$ cat src/rtl/dfr_pkg.sv
`timescale 1ns / 1ps

package dfr_pkg;

	typedef logic [7:0] byte_t;

	// Largest frame the window holds; the ring itself is always 64 bytes deep
	localparam int FRAME_MAX_DEF = 64;

endpackage

$ cat src/rtl/dfr_queue.sv
`timescale 1ns / 1ps

module dfr_queue (
	input  logic          clk,
	input  logic          arst_n,
	input  logic          in_valid,
	output logic          in_ready,
	input  dfr_pkg::byte_t in_data,
	output logic          out_valid,
	input  logic          out_ready,
	output dfr_pkg::byte_t out_data
);
	import dfr_pkg::*;

	localparam logic [1:0] QDEPTH = 2'd2;

	byte_t      slot_q [2];
	logic       wp_q;
	logic       rp_q;
	logic [1:0] cnt_q;
	logic       push;
	logic       pop;

	assign in_ready  = (cnt_q != QDEPTH);
	assign out_valid = (cnt_q != 2'd0);
	assign out_data  = slot_q[rp_q];
	assign push      = in_valid && in_ready;
	assign pop       = out_valid && out_ready;

	always_ff @(posedge clk) begin
		if (push) begin
			slot_q[wp_q] <= in_data;
		end
	end

	always_ff @(posedge clk or negedge arst_n) begin
		if (!arst_n) begin
			wp_q  <= 1'b0;
			rp_q  <= 1'b0;
			cnt_q <= 2'd0;
		end else begin
			if (push) begin
				wp_q <= ~wp_q;
			end
			if (pop) begin
				rp_q <= ~rp_q;
			end
			case ({push, pop})
				2'b10: begin
					cnt_q <= cnt_q + 2'd1;
				end
				2'b01: begin
					cnt_q <= cnt_q - 2'd1;
				end
				default: begin
					cnt_q <= cnt_q;
				end
			endcase
		end
	end

endmodule

$ cat src/rtl/dfr_engine.sv
`timescale 1ns / 1ps

module dfr_engine #(
	parameter int FRAME_MAX = dfr_pkg::FRAME_MAX_DEF
) (
	input  logic           clk,
	input  logic           arst_n,
	input  logic           in_valid,
	output logic           in_ready,
	input  dfr_pkg::byte_t in_data,
	output logic           out_valid,
	input  logic           out_ready,
	output dfr_pkg::byte_t frame_id,
	output logic [5:0]     data_count,
	output logic           has_data,
	output logic [5:0]     data_index,
	output dfr_pkg::byte_t data_byte,
	output logic           last,
	output logic [31:0]    frames_total,
	output logic [31:0]    resyncs_total
);
	import dfr_pkg::*;

	localparam logic [2:0] S_IDLE  = 3'd0;
	localparam logic [2:0] S_CHK   = 3'd1;
	localparam logic [2:0] S_FRM   = 3'd2;
	localparam logic [2:0] S_HDR   = 3'd3;
	localparam logic [2:0] S_DXOR  = 3'd4;
	localparam logic [2:0] S_ERD   = 3'd5;
	localparam logic [2:0] S_EWR   = 3'd6;
	localparam logic [2:0] S_EMPTY = 3'd7;

	localparam logic [1:0] POS_ID     = 2'd0;
	localparam logic [1:0] POS_LEN_LO = 2'd1;
	localparam logic [1:0] POS_LEN_HI = 2'd2;

	localparam logic [6:0] HDR_LEN   = 7'd4;
	localparam logic [6:0] SHORT_LEN = 7'd5;
	localparam logic [5:0] DATA_POS  = 6'd4;
	localparam logic [6:0] FMAX7     = 7'(FRAME_MAX);
	localparam logic [7:0] FMAX8     = 8'(FRAME_MAX);

	byte_t       ring_q [64];
	byte_t       rdata_q;
	logic [2:0]  state_q;
	logic [5:0]  head_q;
	logic [6:0]  fill_q;
	logic [6:0]  exp_q;
	logic [31:0] frame_cnt_q;
	logic [31:0] resync_cnt_q;
	logic [5:0]  iss_pos_q;
	logic [5:0]  iss_left_q;
	logic [5:0]  emit_pos_q;
	logic        tag_vld_q;
	logic [5:0]  tag_pos_q;
	byte_t       acc_q;
	byte_t       id_q;
	byte_t       lo_q;
	byte_t       hi_q;
	logic        out_valid_q;

	logic        pop;
	logic        out_free;
	logic        out_load;
	logic        emit_last;
	logic        rd_en;
	logic [5:0]  rd_pos;
	logic [5:0]  wr_addr;
	logic [5:0]  rd_addr;

	assign in_ready  = (state_q == S_IDLE);
	assign pop       = in_valid && in_ready;
	assign out_free  = !out_valid_q || out_ready;
	assign out_load  = out_free && ((state_q == S_EWR) || (state_q == S_EMPTY));
	assign emit_last = (emit_pos_q == 6'(exp_q - 7'd2));
	assign wr_addr   = head_q + fill_q[5:0];
	assign rd_addr   = head_q + rd_pos;
	assign out_valid = out_valid_q;

	always_comb begin
		rd_en  = 1'b0;
		rd_pos = iss_pos_q;
		case (state_q)
			S_HDR, S_DXOR: begin
				rd_en = (iss_left_q != 6'd0);
			end
			S_ERD: begin
				rd_en  = 1'b1;
				rd_pos = emit_pos_q;
			end
			S_EWR: begin
				// fetch the next data byte as the current one moves out
				rd_en  = out_free && !emit_last;
				rd_pos = emit_pos_q + 6'd1;
			end
			default: begin
				rd_en = 1'b0;
			end
		endcase
	end

	always_ff @(posedge clk) begin
		if (pop) begin
			ring_q[wr_addr] <= in_data;
		end
		if (rd_en) begin
			rdata_q <= ring_q[rd_addr];
		end
	end

	always_ff @(posedge clk or negedge arst_n) begin
		if (!arst_n) begin
			state_q       <= S_IDLE;
			head_q        <= 6'd0;
			fill_q        <= 7'd0;
			exp_q         <= 7'd0;
			frame_cnt_q   <= 32'd0;
			resync_cnt_q  <= 32'd0;
			iss_pos_q     <= 6'd0;
			iss_left_q    <= 6'd0;
			emit_pos_q    <= 6'd0;
			tag_vld_q     <= 1'b0;
			tag_pos_q     <= 6'd0;
			acc_q         <= '0;
			id_q          <= '0;
			lo_q          <= '0;
			hi_q          <= '0;
			out_valid_q   <= 1'b0;
			frame_id      <= '0;
			data_count    <= 6'd0;
			has_data      <= 1'b0;
			data_index    <= 6'd0;
			data_byte     <= '0;
			last          <= 1'b0;
			frames_total  <= 32'd0;
			resyncs_total <= 32'd0;
		end else begin
			tag_vld_q <= rd_en;
			tag_pos_q <= rd_pos;

			if (out_load) begin
				out_valid_q <= 1'b1;
			end else if (out_ready) begin
				out_valid_q <= 1'b0;
			end

			case (state_q)
				S_IDLE: begin
					if (pop) begin
						if (fill_q < FMAX7) begin
							fill_q <= fill_q + 7'd1;
						end else begin
							// window full: the oldest byte drops out of the window
							head_q       <= head_q + 6'd1;
							resync_cnt_q <= resync_cnt_q + 32'd1;
						end
						state_q <= S_CHK;
					end
				end
				S_CHK: begin
					if (fill_q < HDR_LEN) begin
						state_q <= S_IDLE;
					end else if (exp_q == 7'd0) begin
						iss_pos_q  <= 6'd0;
						iss_left_q <= 6'(HDR_LEN);
						acc_q      <= '0;
						state_q    <= S_HDR;
					end else if (fill_q < exp_q) begin
						state_q <= S_IDLE;
					end else begin
						state_q <= S_FRM;
					end
				end
				S_FRM: begin
					if (exp_q == HDR_LEN) begin
						frame_cnt_q <= frame_cnt_q + 32'd1;
						state_q     <= S_EMPTY;
					end else if (exp_q == SHORT_LEN) begin
						head_q       <= head_q + 6'd1;
						fill_q       <= fill_q - 7'd1;
						resync_cnt_q <= resync_cnt_q + 32'd1;
						exp_q        <= 7'd0;
						state_q      <= S_IDLE;
					end else begin
						iss_pos_q  <= DATA_POS;
						iss_left_q <= 6'(exp_q - HDR_LEN);
						acc_q      <= '0;
						state_q    <= S_DXOR;
					end
				end
				S_HDR: begin
					if (rd_en) begin
						iss_pos_q  <= iss_pos_q + 6'd1;
						iss_left_q <= iss_left_q - 6'd1;
					end
					if (tag_vld_q) begin
						case (tag_pos_q[1:0])
							POS_ID: begin
								id_q  <= rdata_q;
								acc_q <= acc_q ^ rdata_q;
							end
							POS_LEN_LO: begin
								lo_q  <= rdata_q;
								acc_q <= acc_q ^ rdata_q;
							end
							POS_LEN_HI: begin
								hi_q  <= rdata_q;
								acc_q <= acc_q ^ rdata_q;
							end
							default: begin
								// check byte: verify and range the length
								if ((rdata_q != acc_q) || (hi_q != 8'd0) ||
									(lo_q < 8'(HDR_LEN)) || (lo_q > FMAX8)) begin
									head_q       <= head_q + 6'd1;
									fill_q       <= fill_q - 7'd1;
									resync_cnt_q <= resync_cnt_q + 32'd1;
									state_q      <= S_IDLE;
								end else begin
									exp_q   <= lo_q[6:0];
									state_q <= S_CHK;
								end
							end
						endcase
					end
				end
				S_DXOR: begin
					if (rd_en) begin
						iss_pos_q  <= iss_pos_q + 6'd1;
						iss_left_q <= iss_left_q - 6'd1;
					end
					if (tag_vld_q) begin
						if (tag_pos_q == 6'(exp_q - 7'd1)) begin
							if (rdata_q == acc_q) begin
								frame_cnt_q <= frame_cnt_q + 32'd1;
								emit_pos_q  <= DATA_POS;
								state_q     <= S_ERD;
							end else begin
								head_q       <= head_q + 6'd1;
								fill_q       <= fill_q - 7'd1;
								resync_cnt_q <= resync_cnt_q + 32'd1;
								exp_q        <= 7'd0;
								state_q      <= S_IDLE;
							end
						end else begin
							acc_q <= acc_q ^ rdata_q;
						end
					end
				end
				S_ERD: begin
					state_q <= S_EWR;
				end
				S_EWR: begin
					if (out_free) begin
						frame_id      <= id_q;
						data_count    <= 6'(exp_q - SHORT_LEN);
						has_data      <= 1'b1;
						data_index    <= emit_pos_q - DATA_POS;
						data_byte     <= rdata_q;
						last          <= emit_last;
						frames_total  <= frame_cnt_q;
						resyncs_total <= resync_cnt_q;
						if (emit_last) begin
							// drop any surplus bytes with the frame
							fill_q  <= 7'd0;
							exp_q   <= 7'd0;
							state_q <= S_IDLE;
						end else begin
							emit_pos_q <= emit_pos_q + 6'd1;
						end
					end
				end
				S_EMPTY: begin
					if (out_free) begin
						frame_id      <= id_q;
						data_count    <= 6'd0;
						has_data      <= 1'b0;
						data_index    <= 6'd0;
						data_byte     <= '0;
						last          <= 1'b1;
						frames_total  <= frame_cnt_q;
						resyncs_total <= resync_cnt_q;
						fill_q        <= 7'd0;
						exp_q         <= 7'd0;
						state_q       <= S_IDLE;
					end
				end
				default: begin
					state_q <= S_IDLE;
				end
			endcase
		end
	end

`ifndef SYNTHESIS
	a_fill_bound: assert property (@(posedge clk) disable iff (!arst_n)
		fill_q <= FMAX7)
		else $error("window fill beyond frame limit");

	a_exp_range: assert property (@(posedge clk) disable iff (!arst_n)
		(exp_q != 7'd0) |-> ((exp_q >= HDR_LEN) && (exp_q <= FMAX7)))
		else $error("accepted length out of range");

	a_fill_vs_exp: assert property (@(posedge clk) disable iff (!arst_n)
		((state_q == S_IDLE) && (exp_q != 7'd0)) |-> (fill_q < exp_q))
		else $error("window waits with a complete frame buffered");

	a_frame_done: assert property (@(posedge clk) disable iff (!arst_n)
		((state_q == S_EWR) && out_free && emit_last) |=>
		((fill_q == 7'd0) && (exp_q == 7'd0) && out_valid_q && last))
		else $error("frame run did not close cleanly");
`endif

endmodule

$ cat src/rtl/xor_framed_byte_deframer.sv
`timescale 1ns / 1ps

// Channel  Handshake               Payload
// input    in_valid / in_ready     rx_byte
// output   out_valid / out_ready   frame_id, data_count, has_data, data_index,
//                                  data_byte, last, frames_total, resyncs_total
//
// A byte that completes nothing passes S_IDLE and S_CHK; a header check reads the four header
// bytes. A completing frame walks its data and check bytes, then emits a data byte per cycle
// while out_ready allows; an empty frame is one beat. Reads share the single ring read port.
// A 2-entry input queue takes bytes while the engine works or stalls, until it is full.
// Reset clears counters and the window fill at once; there is no clearing pass.
module xor_framed_byte_deframer #(
	parameter int FRAME_MAX = dfr_pkg::FRAME_MAX_DEF
) (
	input  logic           clk,
	input  logic           arst_n,
	input  logic           in_valid,
	output logic           in_ready,
	input  dfr_pkg::byte_t rx_byte,
	output logic           out_valid,
	input  logic           out_ready,
	output dfr_pkg::byte_t frame_id,
	output logic [5:0]     data_count,
	output logic           has_data,
	output logic [5:0]     data_index,
	output dfr_pkg::byte_t data_byte,
	output logic           last,
	output logic [31:0]    frames_total,
	output logic [31:0]    resyncs_total
);
	import dfr_pkg::*;

	logic  q_valid;
	logic  q_ready;
	byte_t q_data;

	dfr_queue u_queue (
		.clk       (clk),
		.arst_n    (arst_n),
		.in_valid  (in_valid),
		.in_ready  (in_ready),
		.in_data   (rx_byte),
		.out_valid (q_valid),
		.out_ready (q_ready),
		.out_data  (q_data)
	);

	dfr_engine #(
		.FRAME_MAX (FRAME_MAX)
	) u_engine (
		.clk           (clk),
		.arst_n        (arst_n),
		.in_valid      (q_valid),
		.in_ready      (q_ready),
		.in_data       (q_data),
		.out_valid     (out_valid),
		.out_ready     (out_ready),
		.frame_id      (frame_id),
		.data_count    (data_count),
		.has_data      (has_data),
		.data_index    (data_index),
		.data_byte     (data_byte),
		.last          (last),
		.frames_total  (frames_total),
		.resyncs_total (resyncs_total)
	);

endmodule
$ cat config.mk
export PLATFORM = sky130hd
export DESIGN_NAME = xor_framed_byte_deframer
export DESIGN_NICKNAME = d
export VERILOG_FILES = /design/src/rtl/dfr_pkg.sv /design/src/rtl/dfr_queue.sv /design/src/rtl/dfr_engine.sv /design/src/rtl/xor_framed_byte_deframer.sv
export SDC_FILE = /design/constraint.sdc
export NUM_CORES = 1
export LEC_CHECK = 0
export BUFFER_PORTS_ARGS = -buffer_cell sky130_fd_sc_hd__buf_4
export CORE_MARGIN = 10
export CORE_UTILIZATION = 62
export CTS_CLUSTER_SIZE = 14
export DETAILED_ROUTE_END_ITERATION = 8
export PLACE_DENSITY_LB_ADDON = 0.3
export SETUP_SLACK_MARGIN = 0.1
export SYNTH_ARGS = -nofsm -noshare
export SYNTH_HDL_FRONTEND = slang
export SYNTH_SLANG_ARGS = --single-unit
$ cat constraint.sdc
create_clock -name clk -period 5.8 [get_ports clk]
set_clock_uncertainty 0.2 [all_clocks]
set_input_delay 0.58 -clock clk [delete_from_list [all_inputs] [get_ports clk]]
set_output_delay 0.58 -clock clk [all_outputs]
set_load 0.01 [all_outputs]
======== Word-level counts from Yosys, hierarchy flattened ========
Memories as Yosys holds them, arrays and structs flattened. A register that Yosys moved wholly into a read port is not among the register bits.
Index checks and enable logic that the tools add are counted.
word-level totals
  bits in registers ....................... 243
  RAM bits ................................ 528
  bits of input ports ..................... 12
  logic and storage cells ................. 254
  memories kept ........................... 2
memories
  memory           words  bits a word  read ports  clocked after Yosys merged registers in  wr ports  line              text
  u_engine.ring_q  64     8            1           1                                        1         dfr_engine.sv:43  byte_t ring_q [64];
  u_queue.slot_q   2      8            1           0                                        1         dfr_queue.sv:17   byte_t slot_q [2];
operators by class
  add/subtract/negate cells ............... 17
  $lt $le $gt $ge ......................... 5
  eq/ne operators ......................... 42
  mux-type cells .......................... 115
  bitwise logic cells ..................... 3
  reduce and logical (&&, ||, !) cells .... 43
operator list
  kind                                               count
  two-way mux 32 bit                                 14
  two-way mux 6 bit                                  28
  two-way mux 7 bit                                  21
  one-hot mux 32 bit (4 select lines)                1
  two-way mux 8 bit                                  10
  adder 32 x 1 -> 32 bit (second input constant)     2
  one-hot mux 32 bit (2 select lines)                1
  one-hot mux 6 bit (2 select lines)                 4
  one-hot mux 7 bit (6 select lines)                 1
  two-way mux 3 bit                                  13
  one-hot mux 6 bit (3 select lines)                 2
  one-hot mux 7 bit (5 select lines)                 1
  one-hot mux 8 bit (4 select lines)                 1
  != test 2 bit (second input constant)              13
  != test 2 x 1 -> 1 bit (second input constant)     12
  one-hot mux 3 bit (8 select lines)                 1
  one-hot mux 6 bit (4 select lines)                 1
  adder 6 x 1 -> 6 bit (second input constant)       3
  subtractor 6 x 3 -> 6 bit (second input constant)  3
  one-hot mux 8 bit (2 select lines)                 1
  == test 7 x 3 -> 1 bit (second input constant)     2
  AND reduction 14 bit                               1
  adder 6 bit                                        2
  == test 3 bit (second input constant)              4
  other kinds (47)                                   83

======== Depth between registers and ports, before layout ========
Gate-level depths: netlist (run 1).
  word-level depth ........................ 8
  mapped depth ............................ 16
  mapped depth without buffers ............ 13

======== Modules after synthesis ========
A second synthesis (run 1) with hierarchy kept.
second synthesis, totals
  cell total of the unflattened synthesis .. 2122
  area, all modules ....................... 32897.8 um^2
by module, submodules not included
  module      instances  cells each  area each (um^2)  sequential area each (um^2)
  dfr_engine  1          2080        32127.1           21595.7
  dfr_queue   1          42          770.7             580.6

======== Worst setup path after synthesis (run 1) ========
Ideal clock, no wire load.
  path kind ............................... register to register
  start ................................... reg u_engine.state_q[0]
  end ..................................... reg u_engine.rdata_q[0], read port of u_engine.ring_q, data pin
  setup time .............................. 0.288 ns
  arrival time ............................ 3.686 ns
  required time ........................... 5.312 ns
  path slack .............................. 1.626 ns
  cell stages (with the launch flop) ...... 14
  path buffers ............................ 4
  period minus slack after synthesis ...... 4.174 ns
  cell sequence ........................... dfrtp_1 -> buf_1 -> clkbuf_1 -> a21boi_0 -> o22ai_1 -> ha_1 -> inv_1 -> fa_1 -> clkbuf_1 -> clkbuf_1 -> mux4_2 -> mux4_2 -> mux2i_1 -> mux2i_1
on the way
  cells in the longest elaborated chain, start to end .. 3
ends and longest elaborated chain
  item                                  line               text
  start: declaration                    dfr_engine.sv:45   logic [2:0] state_q;
  start signal: assignment              dfr_engine.sv:113  state_q <= S_IDLE;
  start signal: assignment              dfr_engine.sv:157  state_q <= S_CHK;
  start signal: assignment              dfr_engine.sv:162  state_q <= S_IDLE;
  == test 3 bit                         dfr_engine.sv:83   case (state_q)
  one-hot mux 6 bit (2 select lines) *  dfr_engine.sv:83
  named net u_engine.rd_pos[0]          dfr_engine.sv:67   logic [5:0] rd_pos;
  adder 6 bit *                         dfr_engine.sv:77   assign rd_addr = head_q + rd_pos;
  end: declaration                      dfr_engine.sv:44   byte_t rdata_q;
Mark *: on every way through the listed nets, which the timed path passes. The rest lies on a longest branch.
A chain may end at the register's enable or synchronous reset.

======== Worst setup path in the final report (run 1) ========
  start ................................... reg u_engine.state_q[1]
  end ..................................... reg u_engine.rdata_q[2], read port of u_engine.ring_q, data pin
The elaborated chain is that of the path after synthesis.

==> results of run 1 <==
==> how the worst min path moves through the flow <==
stage	start	to	slack (ns)	cells after the start
2_1_floorplan	arst_n	u_engine.acc_q[0]$_DFFE_PN0P_	0.08	0
3_3_place_gp	u_engine.id_q[1]$_DFFE_PN0P_	u_engine.frame_id[1]$_DFFE_PN0P_	0.25	2
3_5_place_dp	u_engine.id_q[3]$_DFFE_PN0P_	u_engine.frame_id[3]$_DFFE_PN0P_	0.25	2
4_1_cts	in_valid	u_queue.wp_q$_DFFE_PN0P_	0.07	3
5_1_grt	in_valid	u_queue.wp_q$_DFFE_PN0P_	0.10	3
6_report	in_valid	u_queue.wp_q$_DFFE_PN0P_	0.1	3
==> per-stage QoR <==
step                power (W)  instance area, um2  setup slack, ns
floorplan             0.00642               32500             1.63
global placement      0.00656               34200             1.01
detailed placement    0.00658               34200            0.947
CTS                    0.0115               36700            0.874
global route           0.0117               36700            0.635
finish                 0.0114               36700            0.790
==> sequential cells by signal, indices dropped and copies added, names as in the netlist, 16 cells and up <==
| signal | flops |
|---|---|
| u_engine.resync_cnt_q | 32 |
| u_engine.frame_cnt_q | 32 |
| u_engine.frames_total | 32 |
| u_engine.resyncs_total | 32 |
| u_engine.ring_q | 512 |
| u_queue.slot_q | 16 |
==> critical path, delay by kind of cell (launching register included) <==
kind / cells / cell delay [ns]
adders and majority gates: 1 / 0.89
DFF: 1 / 0.72
muxes: 4 / 1.40
buffers and inverters: 3 / 0.78
AOI/OAI and AO/OA: 3 / 0.75
==> cell usage in the layout, fill, tap and decap left out, drive strengths merged, types with 5 or more instances in the layout <==
cell,count
nor4,21
a31oi,12
nand2,293
mux2i,33
clkinv,26
a21o,12
nor2,132
o22ai,9
nor3,32
nor3b,11
mux4,160
o21ai,52
nand2b,18
nor4b,5
and4,6
buf,131
nand4,17
dfrtp,243
xnor2,72
and3,17
bufinv,8
ha,41
mux2,36
clkbuf,94
a21oi,31
xor2,58
a22o,11
nand3,41
inv,36
dlygate4sd3,9
edfxtp,536
==> power breakdown <==
| part | switching [W] | internal (W) | total, W |
|---|---|---|---|
| registers | 0.0000205 | 0.00616 | 0.00618 |
| logic | 0.000252 | 0.0000401 | 0.000292 |
| clock network | 0.00209 | 0.00284 | 0.00492 |
==> per-layer routing <==
metal  vias to the layer above  track usage  part of all wire
met2                       992        0.414              0.51
met3                       194       0.0508             0.085
met1                      9604        0.327              0.38
met5                         -            0                 0
met4                         0       0.0856             0.032
li1                       8072            -                 -
==> cell type report <==
type / instances / share of cell area
Timing Repair Buffer: 140 / 0.0315
Inverter: 33 / 0.00337
Clock buffer: 94 / 0.0550
Clock inverter: 40 / 0.0118
Sequential cell: 779 / 0.604
Tap cell: 680 / 0.0232
Multi-Input combinational cell: 1175 / 0.271
==> kinds of logic after synthesis <==
kind of cell | count (synthesis) | synth area share
AOI/OAI and AO/OA | 162 | 0.0318
xor gates and xnor gates | 131 | 0.0359
adders and majority gates | 44 | 0.0176
buffers and inverters | 121 | 0.0148
DFF | 779 | 0.681
muxes | 229 | 0.133
and+or+nand+nor | 609 | 0.0852
==> key figures, run 1 <==
Detailed routing
  • WL/cell: between 20 and 30 um
  • DR vias/cell: 6.41
  • Total Wirelength: between 70,000 and 80,000 um
  • # DRC: 0
  • Post-route ant nets: 0
  • 1st-pass router iterations: 6
  • Iter 0 DRT Violations: 2,080
  • Total number of vias: 18,900

Cells and area
  • Area growth syn-to-layout: 12.8%
  • Number of diodes: 0
  • Cell Count, Final, Fillers Out: 2,941
  • Area of the multi-input gates: 0.00995 mm2
  • Layout cells sized above 1: 0.205
  • Final core occ: 0.711
  • FILL cells: about 3,100
  • Final nets: 2,261
  • Sequential cell area: 0.0222 mm2

Setup path
  • Worst Setup SP: u_engine.state_q[1]$_DFFE_PN0P_
  • Reg-to-reg setup timing slack: 0.79 ns
  • Worst reg2reg path depth: 11
  • Max FO, Critical Path: 31
  • Crit-path cells: inv_2 > a21oi_1 > a21boi_0 > o21a_1 > inv_1 > fa_4 > buf_4 > mux4_2 > mux4_2 > mux2i_1 > mux2i_1
  • Crit path DAT: 5.17 ns
  • Critical path required time: just under 6 ns
  • CP Capture Type: register
  • Critical path's largest stage delay: a little under 0.9 ns
  • Reg2reg end: u_engine.rdata_q[2]$_DFFE_PP_
  • Slowest CP cell: fa_4
  • Crit Path Category: reg2reg
  • Critical R2R Launch: u_engine.state_q[1]$_DFFE_PN0P_
  • Worst Setup EP: u_engine.rdata_q[2]$_DFFE_PP_
  • Critical Path Start Type: register

STA
  • Worst slew margin: 0.128
  • Worst slew pin tran: approximately 1.3 ns
  • Fraction of the cycle the final worst path needs: 0.864
  • Max Clock Freq: 200 MHz
  • Final Hold Vio Count: 0
  • Endpoints failing setup: 0
  • Hold_ws: a little under 0.1 ns
  • Max Slew Vio Count: 0
  • Setup Total Neg Slack: 0 ns
  • Final Critical Period: between 5 and 6 ns
  • RSZ-0062 raised after global routing: no

Synth
  • Register area share after synthesis: 0.681
  • Ys flop type: edfxtp_1
  • Register bit total from synthesis: 779
  • Yosys warnings: 0
  • Dominant cell type by area after synthesis: edfxtp_1
  • Synth top area cells: edfxtp_1, dfrtp_1, mux4_2, nand2_1, xnor2_1
  • Synth cell count leaders: edfxtp_1, nand2_1, dfrtp_1
  • EDFF count, synth: 536
  • Synth Instances: 2,075
  • Distinct cells, synth: between 60 and 70
  • Share of the synthesized area in the top cell type: 0.495
  • Post-synth net total: 2,131
  • Syn_area_per_cell: 15.7 um2
  • Synth async-reset ratio: 0.312
  • Cell Area, Synth: between 0.03 and 0.04 mm2
  • Most frequent cell after synthesis: edfxtp_1

Global route
  • GR Overflow Total: 0
  • Largest net degree at the start of global routing: 170
  • Total GRT Usage: 0.250
  • Vias in the first global route: slightly below 20,000
  • Global-route wire length before repair: 120,000 um
  • Antenna violations before repair: 0

Die
  • Starting Density: 0.631
  • Rows: 83
  • I/O pin cnt: roughly 110
  • Die W: 249 um
  • Die height: 249 um
  • Die ar.: ~0.062 mm2
  • Core ar.: approximately 0.052 mm2

Power and ir drop
  • Leakage Power: 14.1 nW
  • Power Density: 311 mW/mm2
  • Peak supply drop: 0.240 mV

Placement
  • DP HPWL: 45,200 um
  • Global placer's final weighted congestion: 0.896
  • Placed instance count: 2,798
  • Buffers on Ports: 107

CTS
  • Clock latency on the worst-skew pair: 0.63 ns
  • CTS tree: built
  • CTS H-tree lvls: 3
  • Total CTS buffers: 76
  • Clock sink count: between 700 and 800
  • CTS Buffer Depth: 3
  • Clock root cell: clkbuf_16
  • Worst-path clk slew: ~0.06 ns
  • CTS Hold Bufs: 9
  • # resized after CTS: 0
  • Postcts setup bufs: 0

Flow run
  • # Max-Cap Violations: 0

Outcome
  • Outcome: finished clean

Min path
  • Hold Crit Class: in2reg
Power figures use the tool's default switching activity.
==> run 2: changes to the inputs <==
Settings changed: CORE_ASPECT_RATIO from default to 0.6.
==> run 2 against run 1 <==
Sequential share of layout area is 0.45 points higher. Routed wire length is 2.7% higher. Worst setup slack worse by 0.21 ns. Critical endpoint is now u_engine.rdata_q[4]$_DFFE_PP_.
==> key figures, run 2 (same netlist as run 1, synthesis figures left out) <==
Outcome
  • Outcome: finished clean (unchanged)

Cells and area
  • Most frequent cells in the layout: edfxtp_1, nand2_1, dfrtp_1 (unchanged)
  • Final core occ: 0.709 (was 0.711)
  • Leading cell type in the layout, fill and taps excluded: edfxtp_1 (unchanged)
  • Number of diodes: 0 (unchanged)
  • Final nets: 2,258 (was 2,261)
  • Largest register by flop count: u_engine.ring_q (unchanged)
  • Area of the multi-input gates: 0.00996 mm2 (was 0.00995 mm2)
  • Cell Count, Final, Fillers Out: 2,941 (unchanged)
  • Layout cells sized above 1: 0.196 (was 0.205)
  • Area growth syn-to-layout: 11.9% (was 12.8%)
  • Flip-flop count of the largest register after layout: 512 (unchanged)
  • Design area: 0.0364 mm2 (was 0.0367 mm2)
  • Sequential cell area: 0.0222 mm2 (unchanged)
  • FILL cells: 3,231 (was 3,106)

STA
  • Max Slew Vio Count: 0 (unchanged)
  • Setup Total Neg Slack: 0 ns (unchanged)
  • Worst path setup slack after routing: 0.578 ns (was 0.790 ns)
  • Max Clock Freq: 192 MHz (was 200 MHz)
  • Endpoints failing setup: 0 (unchanged)
  • RSZ-0062 raised after global routing: no (unchanged)
  • Final Critical Period: 5.22 ns (was 5.01 ns)
  • Final Hold Vio Count: 0 (unchanged)
  • Worst slew margin: 0.0621 (was 0.128)
  • Worst slew pin tran: 1.40 ns (was 1.30 ns)
  • Fraction of the cycle the final worst path needs: 0.900 (was 0.864)

Power and ir drop
  • Power Density: 300 mW/mm2 (was 311 mW/mm2)
  • Peak supply drop: 0.250 mV (was 0.240 mV)
  • Leakage Power: 14.0 nW (was 14.1 nW)

CTS
  • CTS tree: built (unchanged)
  • Worst-path clk slew: 0.06 ns (about the same)
  • Clock sink count: 779 (unchanged)
  • CTS Buffer Depth: 3 (unchanged)
  • Postcts setup bufs: 0 (unchanged)
  • Clock latency on the worst-skew pair: 0.60 ns (was 0.63 ns)
  • Clock root cell: clkbuf_16 (unchanged)
  • Total CTS buffers: 70 (was 76)
  • CTS H-tree lvls: 3 (unchanged)
  • # resized after CTS: 0 (unchanged)

Setup path
  • Crit path DAT: 5.34 ns (was 5.17 ns)
  • Critical Path Start Type: register (unchanged)
  • CP Capture Type: register (unchanged)
  • Critical path required time: 5.92 ns (was 5.96 ns)
  • Crit Path Category: reg2reg (unchanged)
  • Max FO, Critical Path: 40 (was 31)
  • Reg-to-reg setup timing slack: 0.58 ns (was 0.79 ns)

Detailed routing
  • DR vias/cell: 6.50 (was 6.41)
  • Total number of vias: 19,100 (was 18,900)
  • Iter 0 DRT Violations: 2,965 (was 2,080)
  • 1st-pass router iterations: 6 (unchanged)
  • Post-route ant nets: 0 (unchanged)
  • # DRC: 0 (unchanged)
  • WL/cell: 27.0 um (was 26.3 um)
  • Total Wirelength: 79,400 um (was 77,300 um)

Die
  • Rows: 64 (was 83)
  • Die ar.: 0.0624 mm2 (was 0.0621 mm2)
  • I/O pin cnt: 108 (unchanged)
  • Die W: 316 um (was 249 um)
  • Core ar.: 0.0514 mm2 (was 0.0516 mm2)
  • Starting Density: 0.633 (was 0.631)
  • Die height: 197 um (was 249 um)

Placement
  • Area after DPL: 0.0342 mm2 (about the same)
  • Global placer's final weighted congestion: 0.913 (was 0.896)
  • Placed instance count: 2,814 (was 2,798)
  • Setup Slack @ Placement: 0.754 ns (was 0.947 ns)
  • DP HPWL: 50,100 um (was 45,200 um)
  • Buffers on Ports: 107 (unchanged)

Min path
  • Hold Crit Class: in2reg (unchanged)

Global route
  • Antenna violations before repair: 0 (unchanged)
  • Global-route wire length before repair: 122,000 um (was 120,000 um)
  • Largest net degree at the start of global routing: 99 (was 170)
  • GR Overflow Total: 0 (unchanged)
  • Total GRT Usage: 0.258 (was 0.250)
  • Vias in the first global route: 19,200 (was 19,400)

Flow run
  • # Max-Cap Violations: 0 (unchanged)
## run 2: changes by cell type in the layout (fill, tap and decap cells not counted), moves of 2 or more
cell	previous run	this run
buf_4	124	126
clkbuf_16	77	75
clkbuf_1	14	23
clkinv_8	2	0
clkinv_2	15	5
inv_6	3	1
bufinv_16	8	1
clkinvlp_4	2	0
## run 2: path summary, 6_finish.rpt
check | depth (start not counted) | end | from
worst max-delay path | 11 | u_engine.rdata_q[4]$_DFFE_PP_ | u_engine.state_q[1]$_DFFE_PN0P_
worst min-delay path | 3 | u_queue.wp_q$_DFFE_PN0P_ | in_valid
worst max register to register | 11 | u_engine.rdata_q[4]$_DFFE_PP_ | u_engine.state_q[1]$_DFFE_PN0P_
worst min register to register | 1 | u_engine.resync_cnt_q[31]$_DFFE_PN0P_ | u_engine.resync_cnt_q[31]$_DFFE_PN0P_
max in group asynchronous | 3 | u_engine.resyncs_total[6]$_DFFE_PN0P_ | arst_n
min in group asynchronous | 2 | u_engine.iss_left_q[5]$_DFFE_PN0P_ | arst_n
## run 2: routing by layer
layer,part of all wire,vias to the layer above,track usage
met3,0.11,109,0.0587
li1,-,8047,-
met1,0.42,9918,0.396
met2,0.45,1039,0.377
met4,0.014,0,0.0525
met5,0,-,0
## run 2: repair_timing
action | 4_1_cts | 5_1_grt
hold endpoints to repair | 93 | 0
endpoints found under the setup margin | 0 | 0
hold buffers | 9 | 0
## run 2: critical path: stages, from the launching register on
cell and delay, ns:
dfrtp_1 0.75, inv_2 0.27, a21oi_1 0.29, a21boi_0 0.29, o21a_1 0.19, inv_1 0.07
fa_4 0.83, buf_4 0.48, mux4_2 0.42, mux4_2 0.51, mux2i_1 0.45, mux2i_1 0.16
## run 2: report_power, final
group	internal (W)	leakage (nW)	switching [W]
logic	0.0000403	4.82	0.000272
registers	0.00616	8.12	0.0000188
clock network	0.00244	1.04	0.00198
## run 2: area by class of cell
class | count | share of cell area
repair buffers | 143 | 0.0327
well taps | 693 | 0.0238
clock buffers | 101 | 0.0548
multi-input cells | 1175 | 0.273
inverters | 33 | 0.00340
clock inverters | 17 | 0.00330
flip-flops and latches | 779 | 0.609
## run 2: through the flow
step / total power, W / hold WS, ns
after floorplan: 0.00642 / 0.0844
after detailed placement: 0.00660 / 0.262
after CTS: 0.0110 / 0.112
after global routing: 0.0112 / 0.130
after global placement: 0.00657 / 0.246
final: 0.0109 / 0.139
